$ cat src/hdl/cpd_pkg.sv
// Shared types, constants and codes for the CRC packet deframer.
`default_nettype none
package cpd_pkg;

  localparam int unsigned BYTE_W   = 8;
  localparam int unsigned LEN_W    = 16;
  localparam int unsigned CRC_W    = 16;
  localparam int unsigned VERDICT_W = 3;
  localparam int unsigned CFG_IDX_W = 2;
  localparam int unsigned CFG_DATA_W = 16;

  localparam logic [CRC_W-1:0] CRC_INIT  = 16'hFFFF;
  localparam logic [CRC_W-1:0] CRC_POLY  = 16'hA001;
  localparam logic [LEN_W-1:0] LEN_EXTRA = 16'd9;

  localparam logic [BYTE_W-1:0] HEAD_BYTE_RST   = 8'h50;
  localparam logic [BYTE_W-1:0] TAIL_BYTE_RST   = 8'h43;
  localparam logic [LEN_W-1:0]  MAX_PAYLOAD_RST = 16'd1024;

  // Configuration register indexes
  localparam logic [CFG_IDX_W-1:0] CFG_HEAD_BYTE   = 2'd0;
  localparam logic [CFG_IDX_W-1:0] CFG_TAIL_BYTE   = 2'd1;
  localparam logic [CFG_IDX_W-1:0] CFG_MAX_PAYLOAD = 2'd2;

  // Result kinds
  localparam logic KIND_PAYLOAD = 1'b0;
  localparam logic KIND_STATUS  = 1'b1;

  // Verdict codes
  localparam logic [VERDICT_W-1:0] VERDICT_OK         = 3'd0;
  localparam logic [VERDICT_W-1:0] VERDICT_BAD_HEADER = 3'd1;
  localparam logic [VERDICT_W-1:0] VERDICT_BAD_CRC    = 3'd2;
  localparam logic [VERDICT_W-1:0] VERDICT_BAD_TAIL   = 3'd3;
  localparam logic [VERDICT_W-1:0] VERDICT_BAD_LENGTH = 3'd4;

  typedef struct packed {
    logic [BYTE_W-1:0] head_byte;
    logic [BYTE_W-1:0] tail_byte;
    logic [LEN_W-1:0]  max_payload;
  } cfg_t;

endpackage
`default_nettype wire

$ cat src/hdl/cpd_if.sv
// Valid/ready channel interfaces for received bytes and deframer results.
`default_nettype none
interface cpd_in_if;
  logic                          valid;
  logic                          ready;
  logic [cpd_pkg::BYTE_W-1:0]    rx_byte;

  modport source (output valid, output rx_byte, input ready);
  modport sink   (input valid, input rx_byte, output ready);
endinterface

interface cpd_out_if;
  logic                          valid;
  logic                          ready;
  logic                          kind;
  logic [cpd_pkg::BYTE_W-1:0]    payload_byte;
  logic [cpd_pkg::BYTE_W-1:0]    frame_order;
  logic [cpd_pkg::LEN_W-1:0]     payload_length;
  logic [cpd_pkg::VERDICT_W-1:0] verdict;

  modport source (output valid, output kind, output payload_byte, output frame_order,
                  output payload_length, output verdict, input ready);
  modport sink   (input valid, input kind, input payload_byte, input frame_order,
                  input payload_length, input verdict, output ready);
endinterface
`default_nettype wire

$ cat src/hdl/cpd_cfg_regs.sv
// Configuration registers: header byte, tail byte and payload length limit.
`default_nettype none
module cpd_cfg_regs (
  input  wire logic                              clk,
  input  wire logic                              rst_n,
  input  wire logic                              cfg_we,
  input  wire logic [cpd_pkg::CFG_IDX_W-1:0]     cfg_index,
  input  wire logic [cpd_pkg::CFG_DATA_W-1:0]    cfg_data,
  output cpd_pkg::cfg_t                          cfg
);

  cpd_pkg::cfg_t cfg_r;
  cpd_pkg::cfg_t cfg_nxt;

  always_comb begin
    cfg_nxt = cfg_r;
    if (cfg_we) begin
      case (cfg_index)
        cpd_pkg::CFG_HEAD_BYTE:   cfg_nxt.head_byte   = cfg_data[cpd_pkg::BYTE_W-1:0];
        cpd_pkg::CFG_TAIL_BYTE:   cfg_nxt.tail_byte   = cfg_data[cpd_pkg::BYTE_W-1:0];
        cpd_pkg::CFG_MAX_PAYLOAD: cfg_nxt.max_payload = cfg_data[cpd_pkg::LEN_W-1:0];
        default:                  cfg_nxt = cfg_r;
      endcase
    end
  end

  always_ff @(posedge clk) begin
    if (!rst_n) begin
      cfg_r.head_byte   <= cpd_pkg::HEAD_BYTE_RST;
      cfg_r.tail_byte   <= cpd_pkg::TAIL_BYTE_RST;
      cfg_r.max_payload <= cpd_pkg::MAX_PAYLOAD_RST;
    end else begin
      cfg_r <= cfg_nxt;
    end
  end

  assign cfg = cfg_r;

endmodule
`default_nettype wire

$ cat src/hdl/cpd_crc_step.sv
// One-byte CRC-16/MODBUS update, reflected, unrolled over the eight bits.
`default_nettype none
module cpd_crc_step (
  input  wire logic [cpd_pkg::CRC_W-1:0]  crc_in,
  input  wire logic [cpd_pkg::BYTE_W-1:0] data_in,
  output logic      [cpd_pkg::CRC_W-1:0]  crc_out
);

  always_comb begin
    logic [cpd_pkg::CRC_W-1:0] c;
    c = crc_in ^ {{(cpd_pkg::CRC_W-cpd_pkg::BYTE_W){1'b0}}, data_in};
    for (int k = 0; k < cpd_pkg::BYTE_W; k++) begin
      if (c[0]) c = (c >> 1) ^ cpd_pkg::CRC_POLY;
      else      c = c >> 1;
    end
    crc_out = c;
  end

endmodule
`default_nettype wire

$ cat src/hdl/crc_packet_deframer_core.sv
// Frame checker: an accepted byte's result is in the output register in the next cycle.
// Throughput: one byte per cycle when not stalled; state and byte-wide CRC update together.
// in ready is low only while the output register holds a result that is not being taken.
// Bytes that produce no result (header, length, order, CRC, first tail) leave no output.
// Reset (rst_n, synchronous, active low) returns to header hunt, CRC 0xFFFF, default config.
`default_nettype none
module crc_packet_deframer_core (
  input  wire logic                           clk,
  input  wire logic                           rst_n,
  cpd_in_if.sink                              in_ch,
  cpd_out_if.source                           out_ch,
  input  wire logic                           cfg_we,
  input  wire logic [cpd_pkg::CFG_IDX_W-1:0]  cfg_index,
  input  wire logic [cpd_pkg::CFG_DATA_W-1:0] cfg_data
);

  typedef enum logic [3:0] {
    PH_HEAD1 = 4'd0,
    PH_HEAD2 = 4'd1,
    PH_LENH  = 4'd2,
    PH_LENL  = 4'd3,
    PH_ORDER = 4'd4,
    PH_DATA  = 4'd5,
    PH_CRCH  = 4'd6,
    PH_CRCL  = 4'd7,
    PH_TAIL1 = 4'd8,
    PH_TAIL2 = 4'd9
  } phase_t;

  function automatic logic [cpd_pkg::LEN_W-1:0] pay_len(input logic [cpd_pkg::LEN_W-1:0] len);
    return (len >= cpd_pkg::LEN_EXTRA) ? len - cpd_pkg::LEN_EXTRA : '0;
  endfunction

  cpd_pkg::cfg_t cfg;

  cpd_cfg_regs u_cfg (
    .clk       (clk),
    .rst_n     (rst_n),
    .cfg_we    (cfg_we),
    .cfg_index (cfg_index),
    .cfg_data  (cfg_data),
    .cfg       (cfg)
  );

  phase_t                       phase_r,        phase_nxt;
  logic [cpd_pkg::LEN_W-1:0]    bytes_left_r,   bytes_left_nxt;
  logic [cpd_pkg::LEN_W-1:0]    frame_len_r,    frame_len_nxt;
  logic [cpd_pkg::BYTE_W-1:0]   order_r,        order_nxt;
  logic [cpd_pkg::CRC_W-1:0]    crc_r,          crc_nxt;
  logic [cpd_pkg::BYTE_W-1:0]   crc_high_r,     crc_high_nxt;
  logic                         crc_failed_r,   crc_failed_nxt;
  logic                         tail_failed_r,  tail_failed_nxt;

  logic                         out_valid_r,    out_valid_nxt;
  logic                         kind_r,         kind_nxt;
  logic [cpd_pkg::BYTE_W-1:0]   pbyte_r,        pbyte_nxt;
  logic [cpd_pkg::BYTE_W-1:0]   forder_r,       forder_nxt;
  logic [cpd_pkg::LEN_W-1:0]    plen_r,         plen_nxt;
  logic [cpd_pkg::VERDICT_W-1:0] verdict_r,     verdict_nxt;

  logic                         accept;
  logic                         res_valid;
  logic [cpd_pkg::BYTE_W-1:0]   b;
  logic [cpd_pkg::CRC_W-1:0]    crc_upd;
  logic [cpd_pkg::LEN_W-1:0]    new_len;
  logic [cpd_pkg::LEN_W-1:0]    new_plen;

  assign in_ch.ready = !out_valid_r || out_ch.ready;
  assign accept      = in_ch.valid && in_ch.ready;
  assign b           = in_ch.rx_byte;
  assign new_len     = {frame_len_r[cpd_pkg::LEN_W-1:cpd_pkg::BYTE_W], b};
  assign new_plen    = pay_len(new_len);

  cpd_crc_step u_crc (
    .crc_in  (crc_r),
    .data_in (b),
    .crc_out (crc_upd)
  );

  always_comb begin
    phase_nxt       = phase_r;
    bytes_left_nxt  = bytes_left_r;
    frame_len_nxt   = frame_len_r;
    order_nxt       = order_r;
    crc_nxt         = crc_r;
    crc_high_nxt    = crc_high_r;
    crc_failed_nxt  = crc_failed_r;
    tail_failed_nxt = tail_failed_r;
    res_valid       = 1'b0;
    kind_nxt        = kind_r;
    pbyte_nxt       = pbyte_r;
    forder_nxt      = forder_r;
    plen_nxt        = plen_r;
    verdict_nxt     = verdict_r;

    if (accept) begin
      case (phase_r)
        PH_HEAD2: begin
          if (b == cfg.head_byte) begin
            phase_nxt = PH_LENH;
          end else begin
            phase_nxt   = PH_HEAD1;
            res_valid   = 1'b1;
            kind_nxt    = cpd_pkg::KIND_STATUS;
            pbyte_nxt   = '0;
            forder_nxt  = '0;
            plen_nxt    = '0;
            verdict_nxt = cpd_pkg::VERDICT_BAD_HEADER;
          end
        end
        PH_LENH: begin
          frame_len_nxt = {b, {cpd_pkg::BYTE_W{1'b0}}};
          phase_nxt     = PH_LENL;
        end
        PH_LENL: begin
          frame_len_nxt = new_len;
          if (new_len < cpd_pkg::LEN_EXTRA || new_plen > cfg.max_payload) begin
            phase_nxt   = PH_HEAD1;
            res_valid   = 1'b1;
            kind_nxt    = cpd_pkg::KIND_STATUS;
            pbyte_nxt   = '0;
            forder_nxt  = '0;
            plen_nxt    = new_plen;
            verdict_nxt = cpd_pkg::VERDICT_BAD_LENGTH;
          end else begin
            phase_nxt = PH_ORDER;
          end
        end
        PH_ORDER: begin
          order_nxt       = b;
          crc_nxt         = cpd_pkg::CRC_INIT;
          crc_failed_nxt  = 1'b0;
          tail_failed_nxt = 1'b0;
          bytes_left_nxt  = pay_len(frame_len_r);
          // Empty payload goes straight to the CRC bytes
          phase_nxt       = (pay_len(frame_len_r) != '0) ? PH_DATA : PH_CRCH;
        end
        PH_DATA: begin
          crc_nxt        = crc_upd;
          bytes_left_nxt = bytes_left_r - 1'b1;
          if (bytes_left_r == 16'd1) phase_nxt = PH_CRCH;
          res_valid   = 1'b1;
          kind_nxt    = cpd_pkg::KIND_PAYLOAD;
          pbyte_nxt   = b;
          forder_nxt  = order_r;
          plen_nxt    = pay_len(frame_len_r);
          verdict_nxt = cpd_pkg::VERDICT_OK;
        end
        PH_CRCH: begin
          crc_high_nxt = b;
          phase_nxt    = PH_CRCL;
        end
        PH_CRCL: begin
          crc_failed_nxt = (crc_high_r != crc_r[cpd_pkg::CRC_W-1:cpd_pkg::BYTE_W]) ||
                           (b != crc_r[cpd_pkg::BYTE_W-1:0]);
          phase_nxt      = PH_TAIL1;
        end
        PH_TAIL1: begin
          tail_failed_nxt = (b != cfg.tail_byte);
          phase_nxt       = PH_TAIL2;
        end
        PH_TAIL2: begin
          tail_failed_nxt = tail_failed_r || (b != cfg.tail_byte);
          phase_nxt       = PH_HEAD1;
          res_valid       = 1'b1;
          kind_nxt        = cpd_pkg::KIND_STATUS;
          pbyte_nxt       = '0;
          forder_nxt      = order_r;
          plen_nxt        = pay_len(frame_len_r);
          // CRC failure takes precedence over a bad tail
          if (crc_failed_r)
            verdict_nxt = cpd_pkg::VERDICT_BAD_CRC;
          else if (tail_failed_r || (b != cfg.tail_byte))
            verdict_nxt = cpd_pkg::VERDICT_BAD_TAIL;
          else
            verdict_nxt = cpd_pkg::VERDICT_OK;
        end
        default: begin
          // Hunt: drop bytes until a first header byte shows up
          phase_nxt = (b == cfg.head_byte) ? PH_HEAD2 : PH_HEAD1;
        end
      endcase
    end

    if (res_valid)         out_valid_nxt = 1'b1;
    else if (out_ch.ready) out_valid_nxt = 1'b0;
    else                   out_valid_nxt = out_valid_r;
  end

  always_ff @(posedge clk) begin
    if (!rst_n) begin
      phase_r       <= PH_HEAD1;
      bytes_left_r  <= '0;
      frame_len_r   <= '0;
      order_r       <= '0;
      crc_r         <= cpd_pkg::CRC_INIT;
      crc_high_r    <= '0;
      crc_failed_r  <= 1'b0;
      tail_failed_r <= 1'b0;
      out_valid_r   <= 1'b0;
    end else begin
      phase_r       <= phase_nxt;
      bytes_left_r  <= bytes_left_nxt;
      frame_len_r   <= frame_len_nxt;
      order_r       <= order_nxt;
      crc_r         <= crc_nxt;
      crc_high_r    <= crc_high_nxt;
      crc_failed_r  <= crc_failed_nxt;
      tail_failed_r <= tail_failed_nxt;
      out_valid_r   <= out_valid_nxt;
    end
  end

  // Result payload: load only on a new result
  always_ff @(posedge clk) begin
    if (res_valid) begin
      kind_r    <= kind_nxt;
      pbyte_r   <= pbyte_nxt;
      forder_r  <= forder_nxt;
      plen_r    <= plen_nxt;
      verdict_r <= verdict_nxt;
    end
  end

  assign out_ch.valid          = out_valid_r;
  assign out_ch.kind           = kind_r;
  assign out_ch.payload_byte   = pbyte_r;
  assign out_ch.frame_order    = forder_r;
  assign out_ch.payload_length = plen_r;
  assign out_ch.verdict        = verdict_r;

endmodule
`default_nettype wire

$ cat src/flat_wrapper.sv
// flat-port wrapper written by rule: the top's interface ports become plain ports
module crc_packet_deframer_core_flat 
  (clk, rst_n, cfg_we, cfg_index, cfg_data, in_ch_valid, in_ch_rx_byte, in_ch_ready, out_ch_valid, out_ch_kind, out_ch_payload_byte, out_ch_frame_order, out_ch_payload_length, out_ch_verdict, out_ch_ready);
  cpd_in_if in_ch_i ();
  cpd_out_if out_ch_i ();
  input  wire logic clk;
  input  wire logic rst_n;
  input  wire logic cfg_we;
  input  wire logic [cpd_pkg::CFG_IDX_W-1:0] cfg_index;
  input  wire logic [cpd_pkg::CFG_DATA_W-1:0] cfg_data;
  input wire logic [$bits(in_ch_i.valid)-1:0] in_ch_valid;
  input wire logic [$bits(in_ch_i.rx_byte)-1:0] in_ch_rx_byte;
  output wire logic [$bits(in_ch_i.ready)-1:0] in_ch_ready;
  output wire logic [$bits(out_ch_i.valid)-1:0] out_ch_valid;
  output wire logic [$bits(out_ch_i.kind)-1:0] out_ch_kind;
  output wire logic [$bits(out_ch_i.payload_byte)-1:0] out_ch_payload_byte;
  output wire logic [$bits(out_ch_i.frame_order)-1:0] out_ch_frame_order;
  output wire logic [$bits(out_ch_i.payload_length)-1:0] out_ch_payload_length;
  output wire logic [$bits(out_ch_i.verdict)-1:0] out_ch_verdict;
  input wire logic [$bits(out_ch_i.ready)-1:0] out_ch_ready;
  assign in_ch_i.valid = in_ch_valid;
  assign in_ch_i.rx_byte = in_ch_rx_byte;
  assign in_ch_ready = in_ch_i.ready;
  assign out_ch_valid = out_ch_i.valid;
  assign out_ch_kind = out_ch_i.kind;
  assign out_ch_payload_byte = out_ch_i.payload_byte;
  assign out_ch_frame_order = out_ch_i.frame_order;
  assign out_ch_payload_length = out_ch_i.payload_length;
  assign out_ch_verdict = out_ch_i.verdict;
  assign out_ch_i.ready = out_ch_ready;
  crc_packet_deframer_core u_core (.clk(clk), .rst_n(rst_n), .in_ch(in_ch_i), .out_ch(out_ch_i), .cfg_we(cfg_we), .cfg_index(cfg_index), .cfg_data(cfg_data));
endmodule
$ cat config.mk
export PLATFORM = sky130hd
export DESIGN_NAME = crc_packet_deframer_core_flat
export DESIGN_NICKNAME = d
export VERILOG_FILES = /design/src/hdl/cpd_pkg.sv /design/src/hdl/cpd_if.sv /design/src/hdl/cpd_cfg_regs.sv /design/src/hdl/cpd_crc_step.sv /design/src/hdl/crc_packet_deframer_core.sv /design/src/flat_wrapper.sv
export SDC_FILE = /design/constraint.sdc
export NUM_CORES = 1
export LEC_CHECK = 0
export ABC_AREA = 1
export BUFFER_PORTS_ARGS = -buffer_cell sky130_fd_sc_hd__buf_4
export CAP_MARGIN = 20
export CORE_UTILIZATION = 45
export CTS_CLUSTER_SIZE = 25
export DETAILED_ROUTE_END_ITERATION = 16
export GPL_TIMING_DRIVEN = 1
export PLACE_DENSITY_LB_ADDON = 0.25
export SYNTH_ARGS = -nofsm -noshare
export SYNTH_HDL_FRONTEND = slang
export SYNTH_SLANG_ARGS = --single-unit
$ cat constraint.sdc
create_clock -name clk -period 8.2 [get_ports clk]
set_input_delay 1.64 -clock clk [delete_from_list [all_inputs] [get_ports clk]]
set_output_delay 1.64 -clock clk [all_outputs]
set_load 0.01 [all_outputs]
==> results of run 1 <==
==> stage by stage <==
step | worst slack, ns | total power (uW)
2_1_floorplan | 3.464 | 817.0
3_3_place_gp | 2.927 | 855.7
3_5_place_dp | 2.735 | 858.2
4_1_cts | 3.150 | 1598
5_1_grt | 2.787 | 1638
6_report | 3.113 | 1591
==> worst max-delay path: cells and delay by family <==
kind | cells | cell delay, ns
compound gates | 3 | 0.61
simple gates | 11 | 1.10
fa+ha+maj | 2 | 0.49
buf+inv | 5 | 1.29
==> metal layers <==
metal	share of wire [%]	routed length (um)
met1	46	9706
met2	45	9503
met3	5.1	1065
met4	2.9	613
met5	0	0
==> synth_stat cells, drive strengths merged <==
| master | instances |
|---|---|
| a211oi | 18 |
| xor2 | 30 |
| o22ai | 11 |
| nand2b | 1 |
| clkinv | 2 |
| buf | 16 |
| nand3 | 51 |
| edfxtp | 36 |
| nor3 | 12 |
| ha | 25 |
| nand4 | 11 |
| a221oi | 1 |
| or2 | 5 |
| xnor2 | 24 |
| o21ai | 90 |
| o32ai | 1 |
| nor2 | 115 |
| o31ai | 1 |
| o21a | 1 |
| clkbuf | 26 |
| a31oi | 2 |
| nand2 | 167 |
| a2111oi | 1 |
| nor4 | 6 |
| a21oi | 103 |
| inv | 110 |
| dfxtp | 103 |
| o211ai | 5 |
| nand3b | 4 |
| a22o | 2 |
==> final timing paths <==
path,startpoint,endpoint,slack (ns),cells after the start
max reg2reg,u_core.frame_len_r[9],u_core.out_ch.payload_length[14],4.22,19
min reg2reg,u_core.u_cfg.cfg[1],u_core.u_cfg.cfg[1],0.47,2
min,u_core.u_cfg.cfg[1],u_core.u_cfg.cfg[1],0.47,2
max,in_ch_rx_byte[1],u_core.out_ch.payload_length[14],3.11,21
==> cell type report <==
cell class / count / share of cell area (%)
inverters: 112 / 4.825
flip-flops and latches: 139 / 36.07
clock buffers: 19 / 4.968
multi-input cells: 687 / 43.29
well taps: 216 / 3.102
repair buffers: 72 / 6.203
clock inverters: 13 / 1.536
==> kinds of logic (layout without fill, tap and decap cells) <==
| logic type | count (synthesis) | after routing |
|---|---|---|
| AO/OA/AOI/OAI | 236 | 236 |
| buffers and inverters | 154 | 216 |
| flip-flops | 139 | 139 |
| AND/OR/NAND/NOR | 372 | 372 |
| adder cells (fa/ha/maj) | 25 | 25 |
| XOR/XNOR | 54 | 54 |
==> power by group <==
group / leakage (uW) / total (uW) / internal [uW] / switching, uW
sequential: 0.00117 / 720 / 713 / 6.53
clock: 0.000269 / 746 / 425 / 321
combinational: 0.00217 / 125 / 46.9 / 78.3
total: 0.00361 / 1590 / 1180 / 406
==> sequential cells by signal, indices dropped and copies added, names as in the netlist, 16 cells and up <==
signal / cells
u_core.crc_r: 16
u_core.bytes_left_r: 16
u_core.frame_len_r: 16
u_core.u_cfg.cfg: 32
u_core.out_ch.payload_length: 16
==> flow_metrics.py, run 1 <==
metrics = {
    "timing": {
        "relSlewSlack_pct": 32.11,
        "final.min_clock_period_ns": 5.087,
        "hold_ws_ns": 0.4703,
        "setup_violations": 0,
        "fmax_mhz": 196.6,
        "clock-skew-final_ns": 0.009048,
        "drv_slew": 0,
        "tightest_slew_ns": 1.017,
        "finalSetupTns_ns": 0,
        "min_period_over_period_pct": 62.04,
        "finalHoldViolCount": 0,
        "rsz0062_at_grt": "false",
    },
    "finish": {
        "n_antenna_cell": 0,
        "multi_input_area_um2": 3772,
        "final_nets": 1085,
        "fin_cells": 1258,
        "final_area_um2": 8713,
        "seq_area_um2": 3143,
        "layout_common_cells": "nand2_1 (161), dfxtp_1 (103), inv_1 (102)",
        "utilization_pct": 54.07,
        "layout_commonest_cell": "nand2_1",
        "drive_gt1_share_pct": 14.20,
        "fillers": 1523,
        "syn_to_final_growth_pct": 15.70,
    },
    "setup_path": {
        "crit_fanout": 24,
        "crit_slowest_cell": "inv_1",
        "criticalPathCategory": "input pin to flip-flop",
        "cp_data_required_time_ns": 8.25,
        "max_stage_delay_ns": 0.79,
        "start_kind": "input pin",
        "cp.arrival_ns": 5.13,
        "crit_path_end_kind": "flip-flop",
        "crit_top_cell": "nand2_1",
        "path_cells": "buf_4, inv_1, ha_1, nand2_1, nand2_1, nand4_2, a31oi_4, inv_2, nand3_1, inv_1, ha_1, nand2_1, o21ai_0, nand2_1, o211ai_1, nand2_1, nand2_1, nand2_1, nand3_1, nand3b_1, inv_1",
    },
    "route": {
        "drc": 0,
        "vias": 6697,
        "wl_mm": 20.89,
        "via_per_inst": 5.324,
        "ant_nets": 0,
        "drt_iter0_markers": 534,
        "drt_pass1_iterations": 6,
        "wl_per_cell_um": 16.60,
    },
    "cts": {
        "cts_max_level": 4,
        "ctsHoldBuffers": 0,
        "postCtsSetupBuffers": 0,
        "cts_root_buf": "clkbuf_16",
        "clockBufferDepth": 2,
        "numCtsBuffers": 17,
        "clk_latency_ns": 0.43,
        "cts_tree": "yes",
        "clkTransAtPathRegs_ns": 0.06,
        "cts_resized": 0,
        "cts_num_sinks": 139,
    },
    "synth": {
        "synth-seq-cells": 139,
        "synth_top_cell_by_area": "dfxtp_1",
        "syn_avg_cell_area_um2": 7.685,
        "synth-compound-area-share_pct": 17.33,
        "synthAdderAreaFrac_pct": 4.154,
        "syn_inst": 980,
        "synth_fp_nets": 1036,
        "netlist.area_leader.share_pct": 27.38,
        "synth.area.mux_share_pct": 0,
        "synth_xor_area_share_pct": 6.579,
        "yosys.area_share.simple_pct": 22.03,
        "synth.distinct_cells": 47,
        "ys_seq_area_share_pct": 41.73,
        "yosysWarnings": 0,
        "synth.area.top_cells": "dfxtp_1 (27%), edfxtp_1 (14%), nand2_1 (8.0%)",
        "synth_top_family_by_area": "simple AND/OR/NAND/NOR gates",
        "syn_area_um2": 7531,
    },
    "placement": {
        "post-place-cells": 1226,
        "place_hpwl_mm": 15.00,
        "gp_congestion": 0.9189,
        "placed_cell_area_um2": 8147,
        "portBuffers": 68,
    },
    "global_route": {
        "met1_usage_pct": 32.97,
        "overflow": 0,
        "antenna_found_initial": 0,
        "grt_max_degree": 56,
        "top_usage_layer": "met2",
        "first_global_vias": 6377,
        "grtUsageTotal_pct": 24.96,
        "use_met3_pct": 4.938,
        "grt_pass1_wl_mm": 33.31,
        "met2_usage_pct": 39.57,
    },
    "floorplanning": {
        "rows": 46,
        "die_x_um": 131.4,
        "fp.coreArea_um2": 16120,
        "initial_core_util_pct": 46.73,
        "die_h_um": 131.4,
        "die-area_um2": 17260,
        "ioPinCount": 69,
    },
    "run_status": {
        "outcome": "completed",
    },
    "run": {
        "maxCapViolations": 0,
    },
    "min_path": {
        "hold_path.class": "flip-flop to flip-flop",
    },
    "power_and_ir_drop": {
        "powerDensity_nw_per_um2": 182.5,
        "peakVddDrop_mv": 0.1574,
        "leakage_uw": 0.003611,
    },
}
No activity file was read; power rests on OpenSTA's default activity.
==> run 2: changes to the inputs <==
==> constraint.sdc (replaced) <==
create_clock -name clk -period 5.3 [get_ports clk]
set_input_delay 1.06 -clock clk [delete_from_list [all_inputs] [get_ports clk]]
set_output_delay 1.06 -clock clk [all_outputs]
set_load 0.01 [all_outputs]
==> run 2 against run 1 <==
- combinational power up 56%
- clock skew up 0.0028 ns
- final cell count up 0.16%
- first-iteration DRC count up 24%
- critical path depth grew 1
- die area unchanged
- total power increased by 57%
- critical path type unchanged
==> flow_metrics.py, run 2 (synthesized netlist as in run 1, its figures left out) <==
metrics = {
    "run_status": {
        "outcome": "completed",
    },
    "global_route": {
        "antenna_found_initial": 0,
        "grt_max_degree": 56,
        "overflow": 0,
        "grtUsageTotal_pct": 24.96,
        "first_global_vias": 6389,
        "grt_pass1_wl_mm": 33.33,
    },
    "timing": {
        "setup_slack_ns": 1.179,
        "relSlewSlack_pct": 34.00,
        "final.min_clock_period_ns": 4.121,
        "hold_ws_ns": 0.4656,
        "tightest_slew_ns": 0.9824,
        "drv_slew": 0,
        "finalSetupTns_ns": 0,
        "clock-skew-final_ns": 0.01188,
        "fmax_mhz": 242.6,
        "rsz0062_at_grt": "false",
        "finalHoldViolCount": 0,
        "min_period_over_period_pct": 77.76,
        "setup_violations": 0,
    },
    "placement": {
        "gp_congestion": 0.9058,
        "portBuffers": 68,
        "dp_slack_ns": 0.7529,
        "post-place-cells": 1228,
        "placed_cell_area_um2": 8174,
        "place_hpwl_mm": 15.14,
    },
    "power_and_ir_drop": {
        "powerDensity_nw_per_um2": 285.2,
        "leakage_uw": 0.003638,
        "peakVddDrop_mv": 0.2414,
    },
    "floorplanning": {
        "rows": 46,
        "ioPinCount": 69,
        "die_h_um": 131.4,
        "fp.coreArea_um2": 16120,
        "die-area_um2": 17260,
        "initial_core_util_pct": 46.73,
        "die_x_um": 131.4,
    },
    "setup_path": {
        "crit_fanout": 16,
        "crit_path_end_kind": "flip-flop",
        "max_stage_delay_ns": 0.35,
        "path_cells": "buf_4, inv_1, ha_1, nand2_1, nand2_1, nand4_2, a31oi_4, inv_2, nand3_1, inv_1, ha_1, nand2_1, o21ai_0, nand2_1, o211ai_1, nand2_1, nand2_1, nand2_1, nand3_1, nand3b_1, inv_1, buf_12",
        "crit_path_start": "in_ch_rx_byte[1]",
        "crit_slowest_cell": "inv_1",
        "cp_data_required_time_ns": 5.44,
        "crit_top_cell": "nand2_1",
        "critPathTopFamily": "buffers and inverters",
        "criticalPathCategory": "input pin to flip-flop",
        "cp.arrival_ns": 4.26,
        "path_buf_inv": 6,
        "start_kind": "input pin",
        "r2r_start": "u_core.frame_len_r[10]",
    },
    "cts": {
        "ctsHoldBuffers": 0,
        "cts_root_buf": "clkbuf_16",
        "cts_resized": 0,
        "cts_tree": "yes",
        "clk_latency_ns": 0.43,
        "numCtsBuffers": 17,
        "clockBufferDepth": 2,
        "cts_max_level": 4,
        "postCtsSetupBuffers": 0,
        "clkTransAtPathRegs_ns": 0.06,
        "cts_num_sinks": 139,
    },
    "run": {
        "maxCapViolations": 0,
    },
    "finish": {
        "fin_cells": 1260,
        "syn_to_final_growth_pct": 16.31,
        "final_area_um2": 8760,
        "largest_reg_flops": 32,
        "n_antenna_cell": 0,
        "layout_common_cells": "nand2_1 (161), dfxtp_1 (103), inv_1 (102)",
        "final_nets": 1087,
        "drive_gt1_share_pct": 14.46,
        "layout_commonest_cell": "nand2_1",
    },
    "route": {
        "vias": 6680,
        "via_per_inst": 5.302,
        "drt_iter0_markers": 661,
        "ant_nets": 0,
        "drt_pass1_iterations": 6,
        "wl_mm": 20.88,
        "drc": 0,
        "wl_per_cell_um": 16.57,
    },
    "min_path": {
        "min_from": "u_core.u_cfg.cfg[7]",
        "hold_path.class": "flip-flop to flip-flop",
    },
}
-- run 2: final cells by class --
type | count | area (um^2)
timing repair buffer | 74 | 568.0
inverter | 112 | 420.4
tap | 216 | 270.3
clock inverter | 14 | 156.4
clock buffer | 18 | 429.2
multi-input combinational | 687 | 3772
fill | 1573 | 7356
sequential | 139 | 3143
-- run 2: tightest hold or removal path, cell delays in order, from the launching register on --
cell and delay [ns]:
dfxtp_1 0.29, inv_1 0.07, a21oi_1 0.06
-- run 2: stage by stage --
step           utilization, %  power [uW]
2_1_floorplan               -        1264
3_5_place_dp            50.72        1329
4_1_cts                 54.36        2511
5_1_grt                 54.36        2585
3_3_place_gp            50.72        1325
6_report                54.36        2498
-- run 2: per-layer routing --
layer | share of wire (%) | vias to the layer above | track usage (%)
li1 | - | 3366 | -
met1 | 46 | 3063 | 33.12
met2 | 46 | 204 | 39.39
met3 | 4.8 | 47 | 5.131
met4 | 3.2 | 0 | 10.53
met5 | 0 | - | 0
-- run 2: power by group --
group | switching [uW] | total, uW | internal (uW)
registers | 9.78 | 1110 | 1100
clock network | 488 | 1190 | 702
logic | 122 | 195 | 73.4
total | 620 | 2500 | 1880
-- run 2: worst paths after layout --
check             cells after the start                         endpoint  slack (ns)
setup / recovery                     22  u_core.out_ch.payload_length[8]        1.18
setup reg to reg                     20  u_core.out_ch.payload_length[8]        1.73
hold / removal                        2              u_core.u_cfg.cfg[7]        0.47
hold reg to reg                       2              u_core.u_cfg.cfg[7]        0.47
==> run 3: changes to the inputs <==
==> constraint.sdc (replaced) <==
create_clock -name clk -period 3.6 [get_ports clk]
set_input_delay 0.72 -clock clk [delete_from_list [all_inputs] [get_ports clk]]
set_output_delay 0.72 -clock clk [all_outputs]
set_load 0.01 [all_outputs]
==> run 3 against run 2 <==
- clock power rose by 44%
- clock skew fell by 0.0036 ns
- first-iteration DRC count fell by 19%
- non-clock buffer count rose by 28
- combinational power rose by 62%
- utilization rose by 1.5 points
- die area did not move
- sequential cell count did not move
- largest cell class unchanged
- highest routed layer unchanged
==> flow_metrics.py, run 3 (synthesized netlist as in run 1, its figures left out) <==
metrics = {
    "floorplanning": {
        "die-area_um2": 17260,
        "die_h_um": 131.4,
        "ioPinCount": 69,
        "die_x_um": 131.4,
        "initial_core_util_pct": 46.73,
        "rows": 46,
        "fp.coreArea_um2": 16120,
    },
    "setup_path": {
        "crit_path_end_kind": "flip-flop",
        "worst_r2r_path_depth": 18,
        "crit_slowest_cell": "dfxtp_1",
        "critPathTopFamily": "simple AND/OR/NAND/NOR gates",
        "start_kind": "flip-flop",
        "cp.arrival_ns": 3.43,
        "max_stage_delay_ns": 0.41,
        "criticalPathCategory": "flip-flop to flip-flop",
        "crit_cells": 18,
        "crit_fanout": 16,
        "path_cells": "nor2_4, nand2_2, nor2_4, nand4_4, a31oi_4, buf_4, nor2_1, ha_1, a21oi_1, nand3b_1, a21oi_1, nor2_1, nand2_1, nand2_1, nand3_1, nand3b_1, clkinvlp_4, buf_12",
        "cp_data_required_time_ns": 3.79,
        "path_buf_inv": 3,
    },
    "finish": {
        "layout_common_cells": "nand2_1 (160), dfxtp_1 (103), a21oi_1 (101)",
        "drive_gt1_share_pct": 16.88,
        "syn_to_final_growth_pct": 19.50,
        "fin_cells": 1288,
        "layout_commonest_cell": "nand2_1",
        "final_nets": 1115,
        "largest_reg_flops": 32,
        "final_area_um2": 9000,
        "n_antenna_cell": 0,
    },
    "route": {
        "vias": 6836,
        "drc": 0,
        "wl_mm": 20.73,
        "ant_nets": 0,
        "drt_iter0_markers": 536,
        "wl_per_cell_um": 16.10,
        "via_per_inst": 5.307,
        "drt_pass1_iterations": 5,
    },
    "timing": {
        "hold_ws_ns": 0.4656,
        "tightest_slew_ns": 0.9417,
        "setup_violations": 0,
        "finalSetupTns_ns": 0,
        "drv_slew": 0,
        "final.min_clock_period_ns": 3.242,
        "relSlewSlack_pct": 37.05,
        "rsz0062_at_grt": "false",
        "finalHoldViolCount": 0,
        "min_period_over_period_pct": 90.06,
        "fmax_mhz": 308.4,
        "clock-skew-final_ns": 0.008255,
    },
    "placement": {
        "portBuffers": 68,
        "placed_cell_area_um2": 8427,
        "post-place-cells": 1256,
        "gp_congestion": 0.9411,
        "place_hpwl_mm": 15.21,
    },
    "run_status": {
        "outcome": "completed",
    },
    "cts": {
        "cts_num_sinks": 139,
        "clockBufferDepth": 2,
        "cts_max_level": 4,
        "cts_resized": 0,
        "clkTransAtPathRegs_ns": 0.06,
        "cts_tree": "yes",
        "cts_root_buf": "clkbuf_16",
        "postCtsSetupBuffers": 0,
        "ctsHoldBuffers": 0,
        "numCtsBuffers": 17,
        "clk_latency_ns": 0.43,
    },
    "global_route": {
        "first_global_vias": 6190,
        "antenna_found_initial": 0,
        "overflow": 0,
        "grt_pass1_wl_mm": 32.79,
        "grtUsageTotal_pct": 24.34,
        "grt_max_degree": 56,
    },
    "power_and_ir_drop": {
        "leakage_uw": 0.003745,
        "powerDensity_nw_per_um2": 407.0,
        "peakVddDrop_mv": 0.3831,
    },
    "min_path": {
        "hold_depth": 2,
        "hold_path.class": "flip-flop to flip-flop",
    },
    "run": {
        "maxCapViolations": 0,
    },
}
## run 3: cell types whose count changed in the layout (fill, tap and decap cells not counted), sizes merged
cell	previous run	this run
clkinv	4	7
inv	118	109
buf	74	102
clkbuf	18	21
clkinvlp	2	5
## run 3: area by class of cell
class | instances | area, um^2
fillers | 1486 | 7116
multi-input cells | 687 | 3796
flip-flops and latches | 139 | 3143
repair buffers | 102 | 790.8
clock buffers | 21 | 450.4
inverters | 112 | 426.7
well taps | 216 | 270.3
clock inverters | 11 | 122.6
## run 3: power breakdown
| group | internal [uW] | switching, uW |
|---|---|---|
| Clock | 1030 | 674 |
| Sequential | 1620 | 14.5 |
| Combinational | 128 | 187 |
| Total | 2790 | 876 |
## run 3: worst paths after layout
check	slack, ns	end	startpoint
max	0.36	u_core.out_ch.payload_length[8]	u_core.frame_len_r[11]
max reg2reg	0.36	u_core.out_ch.payload_length[8]	u_core.frame_len_r[11]
min	0.47	u_core.u_cfg.cfg[5]	u_core.u_cfg.cfg[5]
min reg2reg	0.47	u_core.u_cfg.cfg[5]	u_core.u_cfg.cfg[5]
## run 3: worst register-to-register path, cell delays in order (launching register included)
cell and delay [ns]:
dfxtp_1 0.41, nor2_4 0.18, nand2_2 0.09, nor2_4 0.20, nand4_4 0.12, a31oi_4 0.19, buf_4 0.19, nor2_1 0.07
ha_1 0.31, a21oi_1 0.14, nand3b_1 0.12, a21oi_1 0.06, nor2_1 0.10, nand2_1 0.06, nand2_1 0.07, nand3_1 0.10
nand3b_1 0.19, clkinvlp_4 0.21, buf_12 0.20
## run 3: layer usage
metal / vias to the layer above / track usage [%] / wire, um
met3: 44 / 4.282 / 1174
met4: 0 / 10.72 / 570
met5: - / 0 / 0
li1: 3424 / - / -
met2: 234 / 37.80 / 9266
met1: 3134 / 33.06 / 9723
## run 3: metrics by stage
stage | total power [uW] | worst slack (ns) | util, %
6_report | 3663 | 0.3577 | 55.85
5_1_grt | 3777 | 0.07161 | 55.85
4_1_cts | 3676 | 0.3929 | 55.85
3_5_place_dp | 1984 | -0.02426 | 52.29
3_3_place_gp | 1982 | 0.08042 | 52.29
2_1_floorplan | 1864 | 0.00002087 | -
